<file path="src/hdl/rxpc_pkg.sv">
// package for the rolling xor packet cipher
// payload structs, opcodes, size limits and the key byte select
// no dependencies
package rxpc_pkg;

  typedef enum logic {
    OP_DECRYPT = 1'b0,
    OP_ENCRYPT = 1'b1
  } opcode_t;

  localparam int unsigned KEY_W    = 64;
  localparam int unsigned HALF_W   = 32;
  localparam int unsigned LEN_W    = 16;
  localparam int unsigned POS_W    = 3;
  localparam logic [LEN_W-1:0] MAX_PACKET = 16'd8192;

  typedef struct packed {
    opcode_t          opcode;
    logic [7:0]       data_byte;
    logic             last_byte;
    logic [LEN_W-1:0] packet_length;
  } in_item_t;

  typedef struct packed {
    logic [7:0] out_byte;
    logic       out_last;
  } out_item_t;

  // bytes 0..3 from the running low half, bytes 4..7 from the session high half
  function automatic logic [7:0] key_byte(input logic [HALF_W-1:0] low,
                                          input logic [HALF_W-1:0] high,
                                          input logic [POS_W-1:0]  pos);
    logic [HALF_W-1:0] word;
    word = pos[2] ? high : low;
    return word[{pos[1:0], 3'b000} +: 8];
  endfunction

endpackage

</file>
<file path="src/hdl/rxpc_in_if.sv">
// input item channel of the rolling xor packet cipher
// depends on rxpc_pkg
interface rxpc_in_if;
  logic               valid;
  logic               ready;
  rxpc_pkg::in_item_t payload;

  modport source (output valid, output payload, input ready);
  modport sink   (input valid, input payload, output ready);
endinterface

</file>
<file path="src/hdl/rxpc_out_if.sv">
// result item channel of the rolling xor packet cipher
// depends on rxpc_pkg
interface rxpc_out_if;
  logic                valid;
  logic                ready;
  rxpc_pkg::out_item_t payload;

  modport source (output valid, output payload, input ready);
  modport sink   (input valid, input payload, output ready);
endinterface

</file>
<file path="src/hdl/rolling_xor_packet_cipher_unit.sv">
// rolling xor packet cipher, one byte per item, separate rx and tx running keys
// input register, then result register; throughput 1 item per cycle while the result sink does not stall
// the single xor chain per direction between the two registers sets the rate
// synchronous active-low reset clears keys, chains, positions, enable flags and valids
// depends on rxpc_pkg, rxpc_in_if, rxpc_out_if
module rolling_xor_packet_cipher_unit (
  input  logic                       clk,
  input  logic                       rst_n,
  input  logic                       cfg_we,
  input  logic [rxpc_pkg::KEY_W-1:0] cfg_wdata,
  rxpc_in_if.sink                    in_ch,
  rxpc_out_if.source                 out_ch
);
  import rxpc_pkg::*;

  // input register stage
  logic     in_vld_r;
  in_item_t in_item_r;

  // result register stage
  logic      out_vld_r;
  out_item_t out_item_r;

  // cipher state
  logic [HALF_W-1:0] key_hi_r;
  logic [HALF_W-1:0] rx_key_r, rx_key_nxt;
  logic [HALF_W-1:0] tx_key_r, tx_key_nxt;
  logic [7:0]        rx_chain_r, rx_chain_nxt;
  logic [7:0]        tx_chain_r, tx_chain_nxt;
  logic [POS_W-1:0]  rx_pos_r, rx_pos_nxt;
  logic [POS_W-1:0]  tx_pos_r, tx_pos_nxt;
  logic              enabled_r, enabled_nxt;
  logic              first_r, first_nxt;

  logic              advance;
  logic [7:0]        res_byte;
  logic              fits;
  logic              first_pkt;

  // the held item moves on when the result register is free or drains this cycle
  assign advance      = in_vld_r && (!out_vld_r || out_ch.ready);
  assign in_ch.ready  = !in_vld_r || advance;
  assign out_ch.valid = out_vld_r;
  assign out_ch.payload = out_item_r;

  assign fits = in_item_r.packet_length <= MAX_PACKET;

  // per-byte transform and state update for the item in the input register
  always_comb begin
    rx_key_nxt   = rx_key_r;
    tx_key_nxt   = tx_key_r;
    rx_chain_nxt = rx_chain_r;
    tx_chain_nxt = tx_chain_r;
    rx_pos_nxt   = rx_pos_r;
    tx_pos_nxt   = tx_pos_r;
    enabled_nxt  = enabled_r;
    first_nxt    = first_r;
    res_byte     = in_item_r.data_byte;
    // the first encrypt byte ever turns the cipher on and opens the pass-through packet
    first_pkt    = enabled_r ? first_r : 1'b1;

    if (in_item_r.opcode == OP_ENCRYPT) begin
      if (!enabled_r) begin
        enabled_nxt = 1'b1;
        first_nxt   = 1'b1;
      end
      if (first_pkt) begin
        // first outgoing packet passes through, key untouched
        if (in_item_r.last_byte) begin
          first_nxt    = 1'b0;
          tx_chain_nxt = '0;
          tx_pos_nxt   = '0;
        end
      end else begin
        if (fits) begin
          res_byte     = in_item_r.data_byte ^ key_byte(tx_key_r, key_hi_r, tx_pos_r)
                         ^ tx_chain_r;
          tx_chain_nxt = res_byte;
          tx_pos_nxt   = tx_pos_r + POS_W'(1);
        end
        if (in_item_r.last_byte) begin
          tx_key_nxt   = tx_key_r + HALF_W'(in_item_r.packet_length);
          tx_chain_nxt = '0;
          tx_pos_nxt   = '0;
        end
      end
    end else if (enabled_r) begin
      if (fits) begin
        res_byte     = in_item_r.data_byte ^ key_byte(rx_key_r, key_hi_r, rx_pos_r)
                       ^ rx_chain_r;
        // decrypt chains on the incoming cipher byte
        rx_chain_nxt = in_item_r.data_byte;
        rx_pos_nxt   = rx_pos_r + POS_W'(1);
      end
      if (in_item_r.last_byte) begin
        rx_key_nxt   = rx_key_r + HALF_W'(in_item_r.packet_length);
        rx_chain_nxt = '0;
        rx_pos_nxt   = '0;
      end
    end
  end

  // handshake registers
  always_ff @(posedge clk) begin
    if (!rst_n) begin
      in_vld_r  <= 1'b0;
      out_vld_r <= 1'b0;
    end else begin
      if (in_ch.valid && in_ch.ready) begin
        in_vld_r <= 1'b1;
      end else if (advance) begin
        in_vld_r <= 1'b0;
      end
      if (advance) begin
        out_vld_r <= 1'b1;
      end else if (out_ch.ready) begin
        out_vld_r <= 1'b0;
      end
    end
  end

  // payload registers, no reset needed
  always_ff @(posedge clk) begin
    if (in_ch.valid && in_ch.ready) begin
      in_item_r <= in_ch.payload;
    end
    if (advance) begin
      out_item_r.out_byte <= res_byte;
      out_item_r.out_last <= in_item_r.last_byte;
    end
  end

  // cipher state; key writes must only come while idle so they never meet an update, the block does not enforce it
  always_ff @(posedge clk) begin
    if (!rst_n) begin
      key_hi_r   <= '0;
      rx_key_r   <= '0;
      tx_key_r   <= '0;
      rx_chain_r <= '0;
      tx_chain_r <= '0;
      rx_pos_r   <= '0;
      tx_pos_r   <= '0;
      enabled_r  <= 1'b0;
      first_r    <= 1'b0;
    end else if (cfg_we) begin
      // reload both running keys, chain and position stay
      key_hi_r <= cfg_wdata[KEY_W-1:HALF_W];
      rx_key_r <= cfg_wdata[HALF_W-1:0];
      tx_key_r <= cfg_wdata[HALF_W-1:0];
    end else if (advance) begin
      rx_key_r   <= rx_key_nxt;
      tx_key_r   <= tx_key_nxt;
      rx_chain_r <= rx_chain_nxt;
      tx_chain_r <= tx_chain_nxt;
      rx_pos_r   <= rx_pos_nxt;
      tx_pos_r   <= tx_pos_nxt;
      enabled_r  <= enabled_nxt;
      first_r    <= first_nxt;
    end
  end

endmodule

</file>
<file path="src/flat_wrapper.sv">
// flat-port wrapper written by rule: the top's interface ports become plain ports
module rolling_xor_packet_cipher_unit_flat import rxpc_pkg::*;
  (clk, rst_n, cfg_we, cfg_wdata, in_ch_valid, in_ch_payload, in_ch_ready, out_ch_valid, out_ch_payload, out_ch_ready);
  rxpc_in_if in_ch_i ();
  rxpc_out_if out_ch_i ();
  input  logic clk;
  input  logic rst_n;
  input  logic cfg_we;
  input  logic [rxpc_pkg::KEY_W-1:0] cfg_wdata;
  input wire logic [$bits(in_ch_i.valid)-1:0] in_ch_valid;
  input wire logic [$bits(in_ch_i.payload)-1:0] in_ch_payload;
  output wire logic [$bits(in_ch_i.ready)-1:0] in_ch_ready;
  output wire logic [$bits(out_ch_i.valid)-1:0] out_ch_valid;
  output wire logic [$bits(out_ch_i.payload)-1:0] out_ch_payload;
  input wire logic [$bits(out_ch_i.ready)-1:0] out_ch_ready;
  assign in_ch_i.valid = in_ch_valid;
  assign in_ch_i.payload = in_ch_payload;
  assign in_ch_ready = in_ch_i.ready;
  assign out_ch_valid = out_ch_i.valid;
  assign out_ch_payload = out_ch_i.payload;
  assign out_ch_i.ready = out_ch_ready;
  rolling_xor_packet_cipher_unit u_core (.clk(clk), .rst_n(rst_n), .cfg_we(cfg_we), .cfg_wdata(cfg_wdata), .in_ch(in_ch_i), .out_ch(out_ch_i));
endmodule
</file>
<file path="config.mk">
export PLATFORM = sky130hd
export DESIGN_NAME = rolling_xor_packet_cipher_unit_flat
export DESIGN_NICKNAME = d
export VERILOG_FILES = /design/src/hdl/rxpc_pkg.sv /design/src/hdl/rxpc_in_if.sv /design/src/hdl/rxpc_out_if.sv /design/src/hdl/rolling_xor_packet_cipher_unit.sv /design/src/flat_wrapper.sv
export SDC_FILE = /design/constraint.sdc
export NUM_CORES = 1
export LEC_CHECK = 0
export ABC_AREA = 1
export BUFFER_PORTS_ARGS = -buffer_cell sky130_fd_sc_hd__buf_2
export CAP_MARGIN = 10
export CORE_MARGIN = 2
export CORE_UTILIZATION = 55
export DETAILED_ROUTE_END_ITERATION = 7
export PLACE_DENSITY_LB_ADDON = 0.25
export SYNTH_ARGS = -nofsm -noshare
export SYNTH_HDL_FRONTEND = slang
export SYNTH_SLANG_ARGS = --single-unit
</file>
<file path="constraint.sdc">
create_clock -name clk -period 2.4 [get_ports clk]
set_input_delay 0.24 -clock clk [delete_from_list [all_inputs] [get_ports clk]]
set_output_delay 0.24 -clock clk [all_outputs]
set_load 0.02 [all_outputs]
</file>
==> results of run 1 <==
-- Yosys cell counts (all sizes together) --
cell type / count / area (sq um)
o21ai: 124 / 621
nand3b: 6 / 45.0
o21a: 2 / 15.0
fa: 2 / 40.0
a21boi: 4 / 30.0
nor3b: 3 / 27.5
ha: 34 / 425
xor2: 26 / 228
nand4: 15 / 100
nand3: 167 / 846
clkbuf: 23 / 87.6
xnor2: 4 / 35.0
buf: 40 / 245
dfxtp: 122 / 2440
or2: 6 / 37.5
a211oi: 1 / 7.51
nor3: 19 / 105
a31oi: 21 / 146
inv: 213 / 802
a21oi: 169 / 850
nor2: 139 / 552
nor4: 1 / 6.26
clkinv: 2 / 7.51
o211ai: 19 / 143
and2: 4 / 25.0
edfxtp: 35 / 1050
nand2: 483 / 1820
o21bai: 3 / 22.5
-- power groups by stage --
| stage | combinational [mW] | sequential [mW] | clock (mW) |
|---|---|---|---|
| 2_1_floorplan | 0.772 | 3.01 | 0 |
| 5_1_grt | 1.36 | 3.05 | 2.88 |
| 3_3_place_gp | 1.14 | 3.10 | 0 |
| 3_5_place_dp | 1.16 | 3.10 | 0 |
| 6_report | 1.23 | 3.05 | 2.80 |
| 4_1_cts | 1.20 | 3.04 | 2.79 |
-- through the flow --
step	utilization	std cells	setup WS, ns	hold slack, ns	cell area (sq um)
global placement	0.595	2019	0.247	0.416	11500
CTS	0.638	2076	0.191	0.0132	12300
detailed placement	0.595	2019	0.242	0.418	11500
floorplan	-	1687	0.483	0.339	10800
finish	0.639	2076	0.168	0.0245	12400
global route	0.639	2076	0.0184	0.0158	12400
-- critical path: stages (launching register included) --
cell and delay, ns:
edfxtp_1 0.52, nor2_1 0.20, and2_1 0.16, nand3_1 0.17
nand2_1 0.11, nand2_1 0.09, inv_2 0.23, nand4_1 0.25
nand3_1 0.17, nand2_1 0.08
-- cell type report --
cell class / count / area [sq um]
Multi-Input combinational cell: 1252 / 6140
Timing Repair Buffer: 155 / 988
Clock inverter: 13 / 129
Fill cell: 1897 / 6980
Clock buffer: 19 / 464
Inverter: 215 / 810
Tap cell: 265 / 332
Sequential cell: 157 / 3490
-- flip-flops by register name, indices dropped and copies added (netlist names) --
signal	cells
u_core.in_vld_r	1
u_core.tx_pos_r	3
u_core.rx_pos_r	3
u_core.key_hi_r	32
u_core.tx_key_r	32
u_core.enabled_r	1
u_core.out_ch.valid	1
u_core.tx_chain_r	8
u_core.rx_key_r	32
u_core.in_item_r	26
u_core.first_r	1
u_core.out_ch.payload	9
u_core.rx_chain_r	8
-- per-layer routing --
| layer | wire, um | vias to the layer above | share of wire | GRT usage |
|---|---|---|---|---|
| li1 | - | 5740 | - | - |
| met1 | 16900 | 5401 | 0.43 | 0.542 |
| met2 | 17100 | 671 | 0.43 | 0.586 |
| met3 | 4340 | 91 | 0.11 | 0.0750 |
| met4 | 1410 | 0 | 0.035 | 0.145 |
| met5 | 0 | - | 0 | 0 |
-- what timing repair did --
| item | CTS | global route |
|---|---|---|
| setup endpoints to repair | 0 | 4 |
| hold buffers | 25 | 0 |
| setup buffers | 0 | 0 |
| hold endpoints to repair | 25 | 0 |
| resized for setup | 0 | 3 |
-- worst paths after layout --
check | from | to
max | u_core.in_item_r[8]$_DFFE_PP_ | u_core.out_ch.payload[8]$_DFFE_PP_
min | in_ch_payload[12] | u_core.in_item_r[12]$_DFFE_PP_
max reg2reg | u_core.in_item_r[8]$_DFFE_PP_ | u_core.out_ch.payload[8]$_DFFE_PP_
min reg2reg | u_core.rx_chain_r[6]$_SDFFE_PN0P_ | u_core.rx_chain_r[6]$_SDFFE_PN0P_
-- cells by family (layout without fill, tap and decap cells) --
logic type / Yosys count / after routing
AND/OR/NAND/NOR: 843 / 843
XOR/XNOR: 30 / 30
flip-flops: 157 / 157
buffers and inverters: 278 / 402
adder cells (fa/ha/maj): 36 / 36
AO/OA/AOI/OAI: 343 / 343
==> reports/results.md, run 1 <==
| Group | Quantity | This run |
|---|---|---|
| power and ir drop | Internal portion of total power | 4.82 mW |
| timing | Number of setup violations in the final report | 0 |
| logic synthesis | Portion of the post-synthesis area used by sequential elements | 0.325 |
| layout | Antenna fix cells | 0 |
| grt | Global-route wire length before repair | 59500 um |
| power and ir drop | Cell leakage power | 5.77 nW |
| logic synthesis | Average cell area after synthesis | 6.38 sq um |
| clocking | Maximum number of buffers from clock root to sink | 2 |
| setup path | Critical path class | register to register |
| power and ir drop | Relative contribution of sequential cells to total power | 0.431 |
| power and ir drop | Pwr per Cell Area | 573 mW/mm^2 |
| hold path | Number of instances on the worst hold path | 1 |
| setup path | Startpoint kind of the worst setup timing path | register |
| layout | Net count, final | 1929 |
| clocking | Clock latency on the worst-skew pair | 0.44 ns |
| layout | Area added between synthesis and finish | 14.8% |
| drt | Total Routed Length | 39800 um |
| layout | Layout cells sized above 1 | 0.114 |
| power and ir drop | Final Power | 7.08 mW |
| setup path | Crit. End Element | register |
| hold path | Worst Hold Class | input pin to register |
| power and ir drop | Net switching fraction of the power | 0.320 |
| drt | Routed wirelength normalized by instance count | 19.2 um |
| drt | Via count of the routed design | 11900 |
| clocking | Clock buffer count from CTS | 17 |
| clocking | Clock Root Buffer | clkbuf_16 |
| timing | Count of pins over their slew limit | 0 |
| floorplanning | Die outline height | 144 um |
| floorplanning | Top-Level Pins | 106 |
| clocking | TritonCTS clock tree | built |
| job | Maximum capacitance violations | 0 |
| outcome | Status | complete, no violations |
| power and ir drop | Peak ir drop on the vdd network | 0.524 mV |
| setup path | CP Data Required Time | 2.58 ns |
| drt | Post-route ant nets | 0 |
| setup path | R2R Setup Slk | 0.17 ns |
| logic synthesis | Number of nets produced by synthesis | 1818 |
| layout | Most used cells in the layout excluding fill and tap cells | nand2_1 (479), inv_1 (193), a21oi_1 (168), nand3_1 (164), nor2_1 (131) |
| setup path | WP data arrival | 2.41 ns |
| clocking | # H-tree levels | 4 |
| power and ir drop | Power share of the combinational group | 0.174 |
| setup path | Worst r2r path cells | 9 |
| timing | Fin crit period | 2.23 ns |
| logic synthesis | Post-synthesis simple-gate area fraction | 0.331 |
| drt | Avg Vias per Cell | 5.73 |
| logic synthesis | Unique masters post-synth | 46 |
| clocking | Register clock-pin slew on the reported worst setup and hold paths | 0.07 ns |
| floorplanning | Overall die area | 0.0207 sq mm |
| timing | Least-Margin Pin Slew | 0.614 ns |
| logic synthesis | Arithmetic-cell share of the synthesized area counting full adders, half adders and majority gates | 0.0432 |
| grt | Maximum number of pins on one net before global-route repair | 60 |
| logic synthesis | Xor-xnor portion of the synthesized cell area | 0.0244 |
| power and ir drop | Switching power | 2.26 mW |
| logic synthesis | Mux contribution to synthesized area | 0 |
| grt | Vias in the first global route | 10500 |
| timing | Total negative setup slack | 0 ns |
| drt | Number of remaining DRC errors | 0 |
| grt | All-layer global routing usage | 0.386 |
| floorplanning | Horizontal die dimension | 144 um |
| layout | Most common library cell in the layout ignoring fill and taps | nand2_1 |
| timing | Final Hold Viols | 0 |
| floorplanning | Core box area | 0.0193 sq mm |
| grt | GR Overflow Total | 0 |
| logic synthesis | Count of state elements after synthesis | 157 |
| power and ir drop | Clock network power share | 0.395 |
| logic synthesis | Largest family of logic cells by synthesized area | simple AND/OR/NAND/NOR gates |
| drt | Initial DRC count | 1364 |
| floorplanning | Row count | 51 |
| logic synthesis | Synthesis Warnings | 0 |
| logic synthesis | Mapped Area | 0.0108 sq mm |
| timing | Worst relative slew slack | 0.591 |
| clocking | CTS sink count | 157 |
| timing | Setup repair after global routing missed its margin | no |
| drt | Number of optimization iterations in the first detailed-route pass | 6 |
| setup path | Maximum fanout along the worst path | 17 |
| timing | Clock skew | 0.0113 ns |
| timing | Fmax achieved | 0.448 GHz |
| logic synthesis | Synthesized instance count | 1687 |
| grt | Antenna violations before repair | 0 |
| placement | Dpl hpwl | 30600 um |
| logic synthesis | Fraction of the mapped netlist area in compound gates | 0.170 |
| timing | Part of the cycle the worst path needs | 0.930 |
| floorplanning | Effective utilization at floorplan | 0.557 |
| placement | Weighted congestion reported at the end of routability-driven placement | 0.999 |
| placement | Quantity of I/O buffers inserted on ports | 105 |
Note: power is estimated with default switching activity, not from simulation.
==> inputs of run 2 (changes only) <==
--- a/config.mk
+++ b/config.mk
@@ -5,7 +5,6 @@
 export SDC_FILE = /design/constraint.sdc
 export NUM_CORES = 1
 export LEC_CHECK = 0
-export ABC_AREA = 1
 export BUFFER_PORTS_ARGS = -buffer_cell sky130_fd_sc_hd__buf_2
 export CAP_MARGIN = 10
 export CORE_MARGIN = 2
==> reports/results.md, run 2 <==
| Group | Quantity | This run | Delta |
|---|---|---|---|
| logic synthesis | Number of enable-type register cells in the synthesized netlist | 35 | unchanged |
| floorplanning | Core box area | 0.0160 sq mm | -17% |
| logic synthesis | Synthesized instance count | 917 | -46% |
| setup path | CP Data Required Time | 2.76 ns | +0.18 ns |
| drt | Post-route ant nets | 0 | unchanged |
| clocking | Clock Root Buffer | clkbuf_16 |  |
| logic synthesis | Portion of the post-synthesis area used by sequential elements | 0.385 | +0.0602 |
| timing | Fin crit period | 2.58 ns | +0.352 ns |
| setup path | WP data arrival | 2.95 ns | +0.54 ns |
| floorplanning | Effective utilization at floorplan | 0.567 | +0.0108 |
| clocking | # H-tree levels | 4 | unchanged |
| drt | Via count of the routed design | 8416 | -29% |
| logic synthesis | Fraction of registers with async set/reset | 0 | unchanged |
| layout | End-of-flow core utilization | 0.748 | +0.109 |
| layout | Antenna fix cells | 0 | unchanged |
| layout | Area of the multi-input gates | 0.00584 sq mm | -4.8% |
| setup path | Crit. End Element | register |  |
| job | Maximum capacitance violations | 0 | unchanged |
| power and ir drop | Peak ir drop on the vdd network | 0.540 mV | +3.1% |
| timing | Worst relative slew slack | 0.502 | -0.0881 |
| setup path | Master of the slowest instance on the critical path | edfxtp_1 |  |
| outcome | Status | complete, but fails checks |  |
| floorplanning | Die outline height | 132 um | -7.9% |
| logic synthesis | Xor-xnor portion of the synthesized cell area | 0.0791 | +0.0547 |
| clocking | Clock latency on the worst-skew pair | 0.44 ns | about the same |
| power and ir drop | Cell leakage power | 4.73 nW | -18% |
| timing | Count of pins over their slew limit | 0 | unchanged |
| timing | Clock skew | 0.0116 ns | +0.000320 ns |
| timing | Fmax achieved | 0.387 GHz | -14% |
| layout | Area of all sequential standard cells | 0.00349 sq mm | unchanged |
| logic synthesis | Dominant cell by count in the synthesized netlist | dfxtp_1 |  |
| logic synthesis | Most instantiated flip-flop cell in the synthesis netlist | dfxtp_1 |  |
| layout | Net count, final | 1248 | -35% |
| placement | Weighted congestion reported at the end of routability-driven placement | 0.989 | -0.97% |
| grt | Global-route wire length before repair | 44100 um | -26% |
| setup path | Cell with the most instances on the worst path | buf_4 |  |
| drt | Initial DRC count | 1147 | -16% |
| outcome | Violations in the final reports | setup timing |  |
| setup path | Critical Path Max Stage Delay | 0.45 ns | -0.07 ns |
| layout | Registers with the most flip-flops | u_core.key_hi_r (32), u_core.rx_key_r (32), u_core.tx_key_r (32) |  |
| logic synthesis | Mapped Area | 0.00908 sq mm | -16% |
| layout | Most common library cell in the layout ignoring fill and taps | dfxtp_1 |  |
| logic synthesis | Proportion of netlist area held by the largest area contributor | 0.269 | +0.0421 |
| layout | Most used cells in the layout excluding fill and tap cells | dfxtp_1 (122), buf_2 (104), buf_4 (80), nand2_1 (62) |  |
| grt | Maximum number of pins on one net before global-route repair | 39 | -35% |
| grt | Antenna violations before repair | 1 | +1 |
| setup path | Critical path class | register to register |  |
| grt | GR Overflow Total | 0 | unchanged |
| clocking | Maximum number of buffers from clock root to sink | 2 | unchanged |
| drt | Number of optimization iterations in the first detailed-route pass | 6 | unchanged |
| floorplanning | Horizontal die dimension | 132 um | -7.9% |
| logic synthesis | Unique masters post-synth | 65 | +41% |
| logic synthesis | Average cell area after synthesis | 9.90 sq um | +55% |
| logic synthesis | Number of nets produced by synthesis | 1048 | -42% |
| clocking | TritonCTS clock tree | built |  |
| logic synthesis | Top cell types by occurrence after synthesis | dfxtp_1 (122), a21oi_1 (71), nand2_1 (68), mux2i_1 (58), o21ai_0 (54) |  |
| floorplanning | Row count | 46 | -9.8% |
| logic synthesis | Largest area contributor in the synthesized netlist | dfxtp_1 |  |
| placement | Dpl hpwl | 19900 um | -35% |
| setup path | Number of buffer and inverter stages on the critical path | 4 | +3 |
| floorplanning | Overall die area | 0.0176 sq mm | -15% |
| logic synthesis | Post-synthesis simple-gate area fraction | 0.142 | -0.190 |
| clocking | CTS sink count | 157 | unchanged |
| layout | Layout cells sized above 1 | 0.326 | +0.212 |
| drt | Avg Vias per Cell | 6.25 | +9.1% |
| logic synthesis | Synthesis Warnings | 0 | unchanged |
| clocking | Register clock-pin slew on the reported worst setup and hold paths | 0.06 ns | about the same |
| setup path | Startpoint kind of the worst setup timing path | register |  |
| setup path | CP delay by family, top | simple AND/OR/NAND/NOR gates |  |
| setup path | Maximum fanout along the worst path | 6 | -11 |
| clocking | Clock buffer count from CTS | 17 | unchanged |
| placement | Quantity of I/O buffers inserted on ports | 105 | unchanged |
| layout | Fin area | 0.0120 sq mm | -3.1% |
| layout | Area added between synthesis and finish | 31.8% |  |
| layout | Number of filler cells placed in the layout | 1096 | -42% |
| logic synthesis | Largest cells by area after synthesis | dfxtp_1 (27%), edfxtp_1 (12%), mux4_2 (7.9%) |  |
| timing | Final Hold Viols | 0 | unchanged |
| timing | Setup repair after global routing missed its margin | yes |  |
| logic synthesis | Fraction of the mapped netlist area in compound gates | 0.168 | -0.00259 |
| hold path | Worst Hold Class | input pin to register |  |
| power and ir drop | Pwr per Cell Area | 593 mW/mm^2 | +3.5% |
| logic synthesis | Mux contribution to synthesized area | 0.143 | +0.143 |
| floorplanning | Top-Level Pins | 106 | unchanged |
| drt | Total Routed Length | 30600 um | -23% |
| timing | Number of setup violations in the final report | 63 | +63 |
| timing | Part of the cycle the worst path needs | 1.08 | +0.147 |
| grt | Vias in the first global route | 8124 | -23% |
| drt | Number of remaining DRC errors | 0 | unchanged |
| grt | All-layer global routing usage | 0.324 | -0.0614 |
| logic synthesis | Arithmetic-cell share of the synthesized area counting full adders, half adders and majority gates | 0.0513 | +0.00802 |
| timing | Least-Margin Pin Slew | 0.746 ns | +0.131 ns |
| placement | DP Area | 0.0102 sq mm | -11% |
| timing | Setup slack of the critical path after layout | -0.184 ns | -0.352 ns |
| setup path | Cell-by-cell listing of the critical path | buf_6, nor4_4, nand4_1, a211oi_2, buf_4, nand2_4, nor4b_4, buf_4, buf_12, a21o_1, nand2_1, a21oi_2 |  |
| logic synthesis | Largest family of logic cells by synthesized area | compound AO/OA/AOI/OAI gates |  |
| logic synthesis | Count of state elements after synthesis | 157 | unchanged |
| drt | Routed wirelength normalized by instance count | 22.7 um | +18% |
==> run 2: changes by cell type in the layout (fill, tap and decap cells not counted), moves of 32 or more <==
cell	before	now
nand2_1	479	62
inv_1	193	12
nand3_1	164	15
a21oi_1	168	58
nor2_1	131	46
mux2i_1	0	58
buf_4	23	80
o21ai_0	100	43
nor2b_1	0	45
xnor2_1	4	44
mux4_2	0	32
==> run 2: layer usage <==
metal,part of all wire,wire length [um],up-vias,track usage
met5,0,0,-,0
met4,0.039,1190,0,0.139
met3,0.097,2970,94,0.0824
met2,0.47,14300,476,0.509
met1,0.39,12100,4055,0.427
li1,-,-,3791,-
==> run 2: what timing repair did <==
action / 4_1_cts / 5_1_grt
setup buffers: 14 / 17
pin swaps: 32 / 66
gates cloned: 1 / 4
hold buffers: 26 / 0
endpoints found under the hold margin: 26 / 0
endpoints found under the setup margin: 62 / 78
gates resized for setup: 37 / 94
==> run 2: final cells by class <==
cell class	count	share of cell area
flip-flops and latches	157	0.292
clock buffers	21	0.0394
inverters	12	0.00376
clock inverters	11	0.0117
well taps	216	0.0226
multi-input cells	697	0.488
repair buffers	232	0.143
==> run 2: path summary, 6_finish.rpt <==
| path | startpoint | to | slack [ns] | cells after the start |
|---|---|---|---|---|
| setup reg to reg | u_core.in_item_r[1]$_DFFE_PP_ | u_core.tx_pos_r[2]$_SDFFE_PN0P_ | -0.18 | 12 |
| hold reg to reg | u_core.rx_chain_r[3]$_SDFFE_PN0P_ | u_core.rx_chain_r[3]$_SDFFE_PN0P_ | 0.53 | 2 |
| setup / recovery | u_core.in_item_r[1]$_DFFE_PP_ | u_core.tx_pos_r[2]$_SDFFE_PN0P_ | -0.18 | 12 |
| hold / removal | cfg_wdata[63] | u_core.key_hi_r[31]$_SDFFE_PN0P_ | 0.07 | 3 |
==> run 2: worst min-delay path: stages <==
cell and delay (ns):
buf_2 0.08, mux2i_1 0.05, nor2b_1 0.09
==> run 2: power by group <==
| group | switching (mW) | internal (mW) | total, mW |
|---|---|---|---|
| Combinational | 0.637 | 0.586 | 1.22 |
| Clock | 1.13 | 1.72 | 2.85 |
| Sequential | 0.185 | 2.84 | 3.03 |
| Total | 1.95 | 5.15 | 7.10 |
==> run 2: metrics by stage <==
stage                     setup WS (ns)  cells  hold WS, ns  power [mW]  TNS, ns
after floorplan                 0.00167    917        0.339        3.63        0
after global placement           -0.295   1256        0.416        4.00    -6.03
after detailed placement         -0.390   1256        0.418        4.03    -7.94
after CTS                       -0.0870   1327       0.0632        6.91   -0.424
after global routing             -0.230   1346       0.0744        7.29    -9.95
final                            -0.184   1346       0.0674        7.10    -5.28
==> run 2: logic make-up (layout without fill, tap and decap cells) <==
| logic type | Yosys count | after routing |
|---|---|---|
| adders and majority gates | 36 | 36 |
| muxes | 90 | 90 |
| xor gates and xnor gates | 82 | 82 |
| DFF | 157 | 157 |
| buffers and inverters | 63 | 276 |
| AOI/OAI and AO/OA | 243 | 243 |
| and+or+nand+nor | 246 | 246 |
